`src/vqdrm_pkg.sv`:
```
// Shared types and constants of the virtqueue descriptor ring manager.
package vqdrm_pkg;

    localparam int RingSizeDefault = 256;

    localparam logic [1:0] StOk      = 2'd0;
    localparam logic [1:0] StFull    = 2'd1;
    localparam logic [1:0] StDropped = 2'd2;
    localparam logic [1:0] StBadComp = 2'd3;

    typedef struct packed {
        logic        req_type;
        logic [63:0] buf_addr;
        logic [31:0] buf_len;
        logic        device_writes;
        logic        first_buffer;
        logic        last_buffer;
        logic [15:0] task_tag;
        logic        no_notify;
        logic [7:0]  used_id;
        logic [31:0] used_len;
    } t_item;

    typedef struct packed {
        logic [1:0]  status;
        logic [7:0]  desc_slot;
        logic [1:0]  desc_flag_bits;
        logic        published;
        logic [7:0]  head_slot;
        logic [7:0]  avail_slot;
        logic [15:0] avail_index;
        logic        kick;
        logic [15:0] done_tag;
        logic [31:0] done_bytes;
    } t_result;

endpackage

```
`src/vqdrm_front.sv`:
```
// Front end: accepts transactions into a two-entry queue toward the back end.
module vqdrm_front (
    input  logic                 i_clk,
    input  logic                 i_rst_n,
    input  logic                 i_push,
    input  vqdrm_pkg::t_item     i_item,
    input  logic                 i_pop,
    output logic                 o_full,
    output logic                 o_valid,
    output vqdrm_pkg::t_item     o_item
);
    vqdrm_pkg::t_item r_q [2];
    logic             r_wp, n_wp, r_rp, n_rp;
    logic [1:0]       r_cnt, n_cnt;

    assign o_full  = (r_cnt == 2'd2);
    assign o_valid = (r_cnt != 2'd0);
    assign o_item  = r_q[r_rp];

    always_comb begin
        n_wp  = r_wp ^ i_push;
        n_rp  = r_rp ^ i_pop;
        n_cnt = r_cnt + {1'b0, i_push} - {1'b0, i_pop};
    end

    always_ff @(posedge i_clk) begin
        if (!i_rst_n) begin
            r_wp <= 1'b0;
            r_rp <= 1'b0;
            r_cnt <= 2'd0;
        end else begin
            r_wp <= n_wp;
            r_rp <= n_rp;
            r_cnt <= n_cnt;
        end
        if (i_push) begin
            r_q[r_wp] <= i_item;
        end
    end

    a_no_over: assert property (@(posedge i_clk) disable iff (!i_rst_n)
        !(i_push && o_full)) else $error("queue overflow");
    a_no_under: assert property (@(posedge i_clk) disable iff (!i_rst_n)
        !(i_pop && !o_valid)) else $error("queue underflow");
    a_cnt: assert property (@(posedge i_clk) disable iff (!i_rst_n)
        r_cnt != 2'd3) else $error("count out of range");
endmodule

```
`config.mk`:
```
export PLATFORM = sky130hd
export DESIGN_NAME = vqdrm_front
export DESIGN_NICKNAME = d
export VERILOG_FILES = /design/src/vqdrm_pkg.sv /design/src/vqdrm_front.sv
export SDC_FILE = /design/constraint.sdc
export NUM_CORES = 1
export LEC_CHECK = 0
export ABC_AREA = 1
export CORE_AREA = 2 2 186 188
export DETAILED_ROUTE_END_ITERATION = 8
export DIE_AREA = 0 0 188 190
export DONT_BUFFER_PORTS = 1
export PLACE_DENSITY_LB_ADDON = 0.2
export SYNTH_ARGS = -nofsm -noshare
export SYNTH_HDL_FRONTEND = slang
export SYNTH_SLANG_ARGS = --single-unit
```
`constraint.sdc`:
```
create_clock -name i_clk -period 12.2 [get_ports i_clk]
set_input_delay 2.44 -clock i_clk [delete_from_list [all_inputs] [get_ports i_clk]]
set_output_delay 2.44 -clock i_clk [all_outputs]
set_load 0.005 [all_outputs]
```
==> Word level (Yosys, flattened, before mapping) <==
Memories as Yosys holds them, arrays and structs flattened. A register that Yosys moved wholly into a read port is not among the register bits.
Cells that the tools add are included.
{ "word_totals": {"register_bits": 4, "mem_bits_rw": 314, "input_bits": 161, "output_inout_bits": 159, "elab_cells": 13, "memories": 1} }
{ "op_classes": {"addsub": 2, "n_eq_ne": 1, "muxes": 3, "n_bitwise": 2, "reduce_logical": 1} }
{ "memory_table": {"columns": ["memory", "depth", "width", "read_ports", "rd_clocked_by_memory_dff", "write_ports", "line", "text"], "rows": [
  ["r_q", 2, 157, 1, 1, 1, "vqdrm_front.sv:12", "vqdrm_pkg::t_item r_q [2];"]
]} }
{ "ops": {"columns": ["op", "count"], "rows": [
  ["two-way mux 1 bit", 3],
  ["adder 2 x 1 -> 2 bit", 1],
  ["== test 2 bit (second input constant)", 1],
  ["nonzero test 2 bit", 1],
  ["subtractor 2 x 1 -> 2 bit", 1],
  ["bitwise XOR 1 bit", 2]
]} }

==> Logic depth before layout (Yosys ltp) <==
Gate-level depths: netlist of the first run.
{ "logic_depth": {"ltp_word": 2, "depth_mapped": 9} }

==> Worst setup path before layout of the first run <==
OpenSTA, ideal clock, no wires.
{ "synth_path": {"kind": "in2reg", "from": "input i_push", "to": "memory r_q[0][0] (netlist bit), enable pin", "setup_ns": 0.537, "t_arrival_ns": 6.097, "setup_slack_ns": 5.566, "path_stages": 1, "path_cell_list": "ha_1"} }
{ "synth_via": {"elab_chain_cells": 2} }
{ "synth_rtl": {"columns": ["item", "line", "text"], "rows": [
  ["start, declared", "vqdrm_front.sv:5", "input logic i_push,"],
  ["two-way mux 1 bit", "vqdrm_front.sv:36", "if (i_push) begin"],
  ["two-way mux 1 bit (not written as such)", "vqdrm_front.sv:37", "r_q[r_wp] <= i_item;"],
  ["end, declared", "vqdrm_front.sv:12", null]
]} }
Every way passes these cells.

==> impl_metrics.ini, run 1 <==
[synthesis]
synth_edf_count = 314
seq_area_frac_synth_pct = 82.1
synth_top_family_by_area = multiplexers
yosysUniqueCellTypes = 13
synth_area_leaders = edfxtp_1 (81%), mux2_2 (15%), buf_6 (1.3%)
synth_most_common_cell = edfxtp_1
synth_compound_area_share_pct = 0.0431
synthAdderAreaFrac_pct = 0.431
synth_xor_area_share_pct = 0.0755
syn_inst = 517
yosys.area_share.simple_pct = 0.367
synth-seq-cells = 319
synth_top_cell_area_share_pct = 81.3
synth.area.mux_share_pct = 15.2
yosys.area.top_type = edfxtp_1
ys.flop_type = edfxtp_1
synthArstFlopShare_pct = 0
synth_top_cells_by_count = edfxtp_1 (314), mux2_2 (157), buf_6 (13)
synth_nets = 682
postSynthAreaPerCell_um2 = 22.4
ys_warn_count = 0
netlist_area_um2 = 11600

[cts]
insertion_delay_ns = 0.50
clk_path_buf_depth = 3
cts_sinks = 319
root_buffer = clkbuf_16
hold_buffers = 0
postCtsSetupBuffers = 0
cts_max_level = 2
cts.repair.resized = 0
cts_tree = built
cts_inserted_buffers = 35
cts.reportedPaths.clkPinSlew_ns = 0.06

[final_layout]
diodes = 0
final_util_pct = 38.7
stdcell_count = 1023
fin_area_um2 = 13100
fin_nets = 708
syn2layout_area_growth_pct = 13.2
drive_above_1_share_pct = 37.0

[power_and_ir_drop]
switching_share_pct = 20.6
power.switching_mw = 0.500
internal-power_mw = 1.92
pwr-share-seq_pct = 53.7
p_leak_nw = 4.20
p_per_area_nw_per_um2 = 184
ir_drop_uv = 103
combPwrFrac_pct = 6.4
clockPowerShare_pct = 39.9

[global_route]
antenna_found_initial = 0
grt_use_total_pct = 11.7
grt_pass1_vias = 5108
grt_max_degree = 78
grt_first_pass_wirelength_mm = 31.8
gr-total-overflow = 0

[placed_design]
dpl_worst_slack_ns = 7.92
placed_area_um2 = 12100
port_buffers = 0
place.detailed.hpwl_mm = 14.3
place_inst = 961
gp_congestion = 0.753

[floorplanning]
coreArea_um2 = 33900
initial_core_util_pct = 34.2
die_x_um = 188
die-area_um2 = 35700
row_count = 68
dieHeight_um = 190
ioPinCount = 320

[setup_path]
cp-end-kind = output pin
required_ns = 9.76
path_cells = buf_4 > mux2_2
critPathLaunchType = flop
max_stage_delay_ns = 0.72
cp_slowest_cell = buf_4
path_class = flop to output pin
crit_fanout = 68
crit_family = buffers and inverters
path_buf_inv = 1
crit_arrival_ns = 2.31

[sta]
maxSlewViolCount = 0
post-route-period-util_pct = 38.9
finalSetupViolCount = 0
fin_ws_ns = 7.45
rsz0062_at_grt = false
timing.fmax_mhz = 211
worst_slew_pin_slew_ns = 1.11
report.final.hold_viol_count = 0
period_minus_slack_ns = 4.75
tns_ns = 0
worst_clock_skew_ns = 0.0162
slew_headroom_pct = 26.1

[drt]
drt_pre_antenna_iters = 4
num_vias = 4716
wl_per_cell_um = 21.2
drc = 0
ant_nets = 0
finalWirelength_mm = 21.7
drt_first_iter_violations = 252
vias_per_cell = 4.61

[worst_hold_path]
hold_class = flop to flop

[job]
cap_violations = 0

[outcome]
status = finished clean
metal layers:
metal | routed length (µm) | GRT usage [%] | vias up
met5 | 0 | 0 | -
met4 | 629 | 4.39 | 0
met3 | 2980 | 7.23 | 47
met2 | 10200 | 18.8 | 240
met1 | 7900 | 12.5 | 2331
li1 | - | - | 2098
worst register-to-register path, cell delays in order, from the launching register on:
cell,delay [ns]
dfxtp_1,0.36
ha_4,0.37
buf_4,0.81
flip-flops by register name, indices dropped and copies added, names as in the netlist, named ones only:
name	count
r_q	314
r_cnt	2
r_rp	1
r_wp	1
path summary, 6_finish.rpt:
kind / slack [ns] / start / cells past startpoint / end
max: 7.45 / flop / 2 / o_item[124]
min: 0.54 / r_rp / 2 / r_rp
max reg2reg: 10.09 / r_wp / 2 / r_q[1][106]
min reg2reg: 0.54 / r_rp / 2 / r_rp
power groups by stage:
stage / registers [mW] / clock network (mW) / logic (mW)
2_1_floorplan: 1.32 / 0 / 0.130
3_3_place_gp: 1.32 / 0 / 0.157
3_5_place_dp: 1.32 / 0 / 0.159
4_1_cts: 1.30 / 1.00 / 0.160
5_1_grt: 1.30 / 1.04 / 0.169
6_report: 1.30 / 0.966 / 0.155
logic make-up (layout without fill, tap and decap cells):
| kind of cell | after synthesis | count (layout) |
|---|---|---|
| adders and majority gates | 4 | 4 |
| AOI/OAI and AO/OA | 1 | 1 |
| and+or+nand+nor | 11 | 11 |
| xor gates and xnor gates | 1 | 1 |
| buffers and inverters | 24 | 75 |
| DFF | 319 | 319 |
| muxes | 157 | 157 |
placed cells by master, fill, tap and decap left out:
| cell type | Yosys | final |
|---|---|---|
| xnor2_1 | 1 | 1 |
| clkinvlp_4 | 0 | 3 |
| a21oi_1 | 1 | 1 |
| edfxtp_1 | 314 | 314 |
| clkinv_1 | 0 | 8 |
| dfxtp_4 | 0 | 1 |
| ha_4 | 0 | 2 |
| inv_1 | 7 | 7 |
| clkbuf_1 | 0 | 10 |
| mux2_2 | 157 | 157 |
| nor2_1 | 5 | 5 |
| inv_6 | 0 | 1 |
| clkbuf_16 | 0 | 37 |
| dfxtp_1 | 5 | 4 |
| bufinv_16 | 0 | 1 |
| buf_4 | 2 | 6 |
| nand3_1 | 1 | 1 |
| nand2_1 | 5 | 5 |
| clkinv_2 | 0 | 2 |
| ha_1 | 4 | 2 |
metrics by stage:
step | power [mW] | hold slack (ns)
floorplan | 1.45 | 0.480
global placement | 1.48 | 0.498
detailed placement | 1.48 | 0.519
CTS | 2.46 | 0.532
global route | 2.51 | 0.573
finish | 2.42 | 0.536
final cells by class:
type	count	area [µm²]
multi-input combinational	174	1900
inverter	7	26.3
clock buffer	47	963
fill	3027	20800
tap	455	569
clock inverter	15	101
timing repair buffer	6	45.0
sequential	319	9530
Note: power is estimated with default switching activity, not from simulation.
==> inputs of run 2 (changes only) <==
- clock period: 12.2 -> 4 ns (I/O delays scaled with it)
==> run 2 against run 1 <==
Compared with the run above: register-to-register slack got worse by 8.1 ns; total power grew to 3.2 times the previous value; non-clock buffer count increased by 1; utilization is 0.54 points higher; critical endpoint is now o_item[155].
==> impl_metrics.ini, run 2 (synthesis gave the netlist of run 1 again) <==
[outcome]
status = finished clean

[drt]
vias_per_cell = 4.65
drc = 0
num_vias = 4769
wl_per_cell_um = 21.9
drt_pre_antenna_iters = 4
ant_nets = 0
drt_first_iter_violations = 214
finalWirelength_mm = 22.5

[setup_path]
cp-end-kind = output pin
crit_fanout = 50
path_class = flop to output pin
critPathLaunchType = flop
rr_startpoint = r_wp
required_ns = 3.20
crit_arrival_ns = 2.11

[global_route]
grt_pass1_vias = 5132
grt_max_degree = 81
antenna_found_initial = 0
gr-total-overflow = 0
grt_first_pass_wirelength_mm = 32.4
grt_use_total_pct = 12.2

[sta]
report.final.hold_viol_count = 0
worst_clock_skew_ns = 0.00819
tns_ns = 0
finalSetupViolCount = 0
slew_headroom_pct = 55.0
worst_slew_pin_slew_ns = 0.674
worst_hold_slack_ns = 0.381
maxSlewViolCount = 0
post-route-period-util_pct = 72.6
timing.fmax_mhz = 344
period_minus_slack_ns = 2.91
rsz0062_at_grt = false

[floorplanning]
dieHeight_um = 190
row_count = 68
ioPinCount = 320
initial_core_util_pct = 34.2
coreArea_um2 = 33900
die-area_um2 = 35700
die_x_um = 188

[placed_design]
port_buffers = 0
place.detailed.hpwl_mm = 15.1
gp_congestion = 0.767

[final_layout]
largest_register_ff_count = 314
layout_common_cells = edfxtp_1 (314), mux2_2 (157), clkbuf_16 (37)
fin_nets = 709
diodes = 0
final_common_cell = edfxtp_1
final_util_pct = 39.2
fillers = 2974
reg_top3 = r_q x314, r_cnt x2
top_register = r_q
syn2layout_area_growth_pct = 14.8
drive_above_1_share_pct = 38.2

[power_and_ir_drop]
p_leak_nw = 4.30
p_per_area_nw_per_um2 = 580
ir_drop_uv = 359

[cts]
cts_tree = built
cts_sinks = 319
insertion_delay_ns = 0.50
cts_max_level = 2
cts_inserted_buffers = 35
cts.repair.resized = 0
hold_buffers = 0
root_buffer = clkbuf_16
clk_path_buf_depth = 3
postCtsSetupBuffers = 0
cts.reportedPaths.clkPinSlew_ns = 0.06

[worst_hold_path]
hold_class = input port to flop
hold_start = i_item[131]

[job]
cap_violations = 0
## run 2: cell count changes in the layout (fill, tap and decap cells not counted)
cell and delta:
clkbuf_1 -3, buf_4 -2, clkbuf_8 +3, bufinv_16 +4
buf_12 +3, clkinvlp_4 -2, inv_6 +1, clkinv_2 +1
clkinv_1 -3
## run 2: per-layer routing
metal / part of all wire [%] / vias to the layer above / GRT usage (%)
met3: 13 / 50 / 7.60
met1: 34 / 2380 / 12.4
met5: 0 / - / 0
met2: 49 / 239 / 19.9
li1: - / 2100 / -
met4: 3.3 / 0 / 5.33
## run 2: path summary, 6_finish.rpt
kind	cells after the start	to	slack, ns
max	2	o_item[155]	1.09
min	0	r_q[0][131]	0.38
max reg2reg	3	r_q[0][26]	2.03
min reg2reg	2	flop	0.52
## run 2: report_power, final
part           total [mW]  internal, mW  switching (mW)
sequential           3.96          3.91          0.0534
combinational       0.486         0.202           0.284
clock                3.28          2.07            1.21
## run 2: cell type report
| type | count | area [µm²] | share of cell area, % |
|---|---|---|---|
| clock buffer | 47 | 993 | 7.46 |
| clock inverter | 16 | 209 | 1.57 |
| inverter | 7 | 26.3 | 0.197 |
| multi-input combinational | 174 | 1900 | 14.3 |
| sequential | 319 | 9530 | 71.6 |
| tap | 455 | 569 | 4.27 |
| timing repair buffer | 7 | 90.1 | 0.676 |
## run 2: through the flow
stage	std cells	power (mW)	instance area, µm²	worst slack (ns)
floorplan	517	4.41	11600	0.732
global placement	962	4.52	12100	1.68
detailed placement	962	4.53	12100	1.60
CTS	1025	7.85	13300	1.03
global route	1025	8.02	13300	0.974
finish	1025	7.73	13300	1.09
## run 2: worst max-delay path: stages (launching register included)
cell,delay [ns]
dfxtp_4,0.52
buf_4,0.55
mux2_2,0.43
==> inputs of run 3 (changes only) <==
- clock period: 4 -> 3 ns (I/O delays scaled with it)
==> run 3 against run 2 <==
Compared with the run above: highest routed layer is now met5; clock power grew 21%; register-to-register slack got worse by 0.47 ns; wire length decreased by 2.7%; cell count down 0.29%; clock skew is 0.0011 ns higher; die area unchanged.
==> impl_metrics.ini, run 3 (synthesis gave the netlist of run 1 again) <==
[final_layout]
fin_nets = 709
reg_top3 = r_q x314, r_cnt x2
final_util_pct = 39.0
final_common_cell = edfxtp_1
diodes = 0
syn2layout_area_growth_pct = 14.2
largest_register_ff_count = 314
top_register = r_q
fin_area_um2 = 13300
layout_common_cells = edfxtp_1 (314), mux2_2 (157), clkbuf_16 (37)
drive_above_1_share_pct = 37.9
fillers = 3018

[global_route]
gr-total-overflow = 0
grt_max_degree = 93
grt_pass1_vias = 5145
grt_use_total_pct = 11.8
antenna_found_initial = 1
grt_first_pass_wirelength_mm = 31.7

[sta]
worst_clock_skew_ns = 0.00925
report.final.hold_viol_count = 0
timing.fmax_mhz = 393
worst_slew_pin_slew_ns = 0.581
tns_ns = 0
post-route-period-util_pct = 84.7
finalSetupViolCount = 0
worst_hold_slack_ns = 0.195
period_minus_slack_ns = 2.54
maxSlewViolCount = 0
slew_headroom_pct = 61.3
rsz0062_at_grt = false

[job]
cap_violations = 0

[floorplanning]
initial_core_util_pct = 34.2
die_x_um = 188
dieHeight_um = 190
ioPinCount = 320
coreArea_um2 = 33900
die-area_um2 = 35700
row_count = 68

[cts]
cts.reportedPaths.clkPinSlew_ns = 0.06
postCtsSetupBuffers = 0
cts.repair.resized = 0
hold_buffers = 0
cts_tree = built
clk_path_buf_depth = 3
cts_max_level = 2
root_buffer = clkbuf_16
cts_inserted_buffers = 35
insertion_delay_ns = 0.49
cts_sinks = 319

[power_and_ir_drop]
ir_drop_uv = 485
p_leak_nw = 4.26
p_per_area_nw_per_um2 = 746

[drt]
ant_nets = 0
drc = 0
wl_per_cell_um = 21.4
vias_per_cell = 4.66
drt_first_iter_violations = 264
finalWirelength_mm = 21.9
drt_pre_antenna_iters = 5
num_vias = 4766

[worst_hold_path]
hold_class = input port to flop
holdPathStages = 0

[setup_path]
critPathLaunchType = flop
cp-end-kind = output pin
reg2reg_slack_ns = 1.56
path_class = flop to output pin
crit_fanout = 42
crit_arrival_ns = 1.94
required_ns = 2.40
reg2reg_depth = 3

[placed_design]
port_buffers = 0
place.detailed.hpwl_mm = 14.3
placed_area_um2 = 12200
gp_congestion = 0.740

[outcome]
status = finished clean
-- run 3: worst paths after layout --
check | from | endpoint
min reg2reg | r_rp | r_rp
max reg2reg | r_wp | r_q[0][79]
min | i_item[82] | r_q[0][82]
max | flop | o_item[62]
-- run 3: report_power, final --
group	switching [mW]	internal [mW]	total (mW)	leakage (nW)
clock	1.57	2.39	3.96	0.533
sequential	0.0818	5.21	5.29	2.99
combinational	0.362	0.280	0.641	0.738
-- run 3: area by class of cell --
type | count | area [µm²] | share of cell area [%]
clock buffer | 44 | 982 | 7.41
clock inverter | 16 | 101 | 0.765
inverter | 7 | 26.3 | 0.198
multi-input combinational | 174 | 1900 | 14.3
sequential | 319 | 9530 | 71.9
tap | 455 | 569 | 4.30
timing repair buffer | 7 | 140 | 1.06
-- run 3: metal layers --
layer | part of all wire (%) | up-vias | GRT usage [%]
met3 | 11 | 44 | 6.05
met1 | 36 | 2396 | 12.2
li1 | - | 2092 | -
met5 | 0.046 | - | 0
met2 | 50 | 232 | 20.2
met4 | 3.1 | 2 | 4.88
-- run 3: through the flow --
step	cells	setup slack [ns]	total power, mW
3_3_place_gp	962	0.978	6.03
4_1_cts	1022	0.399	10.1
3_5_place_dp	962	0.951	6.04
5_1_grt	1022	0.339	10.3
6_report	1022	0.458	9.89
2_1_floorplan	517	0.822	5.88
-- run 3: critical path, stage by stage (launching register included) --
cell	delay, ns
dfxtp_4	0.69
buf_12	0.30
mux2_2	0.40
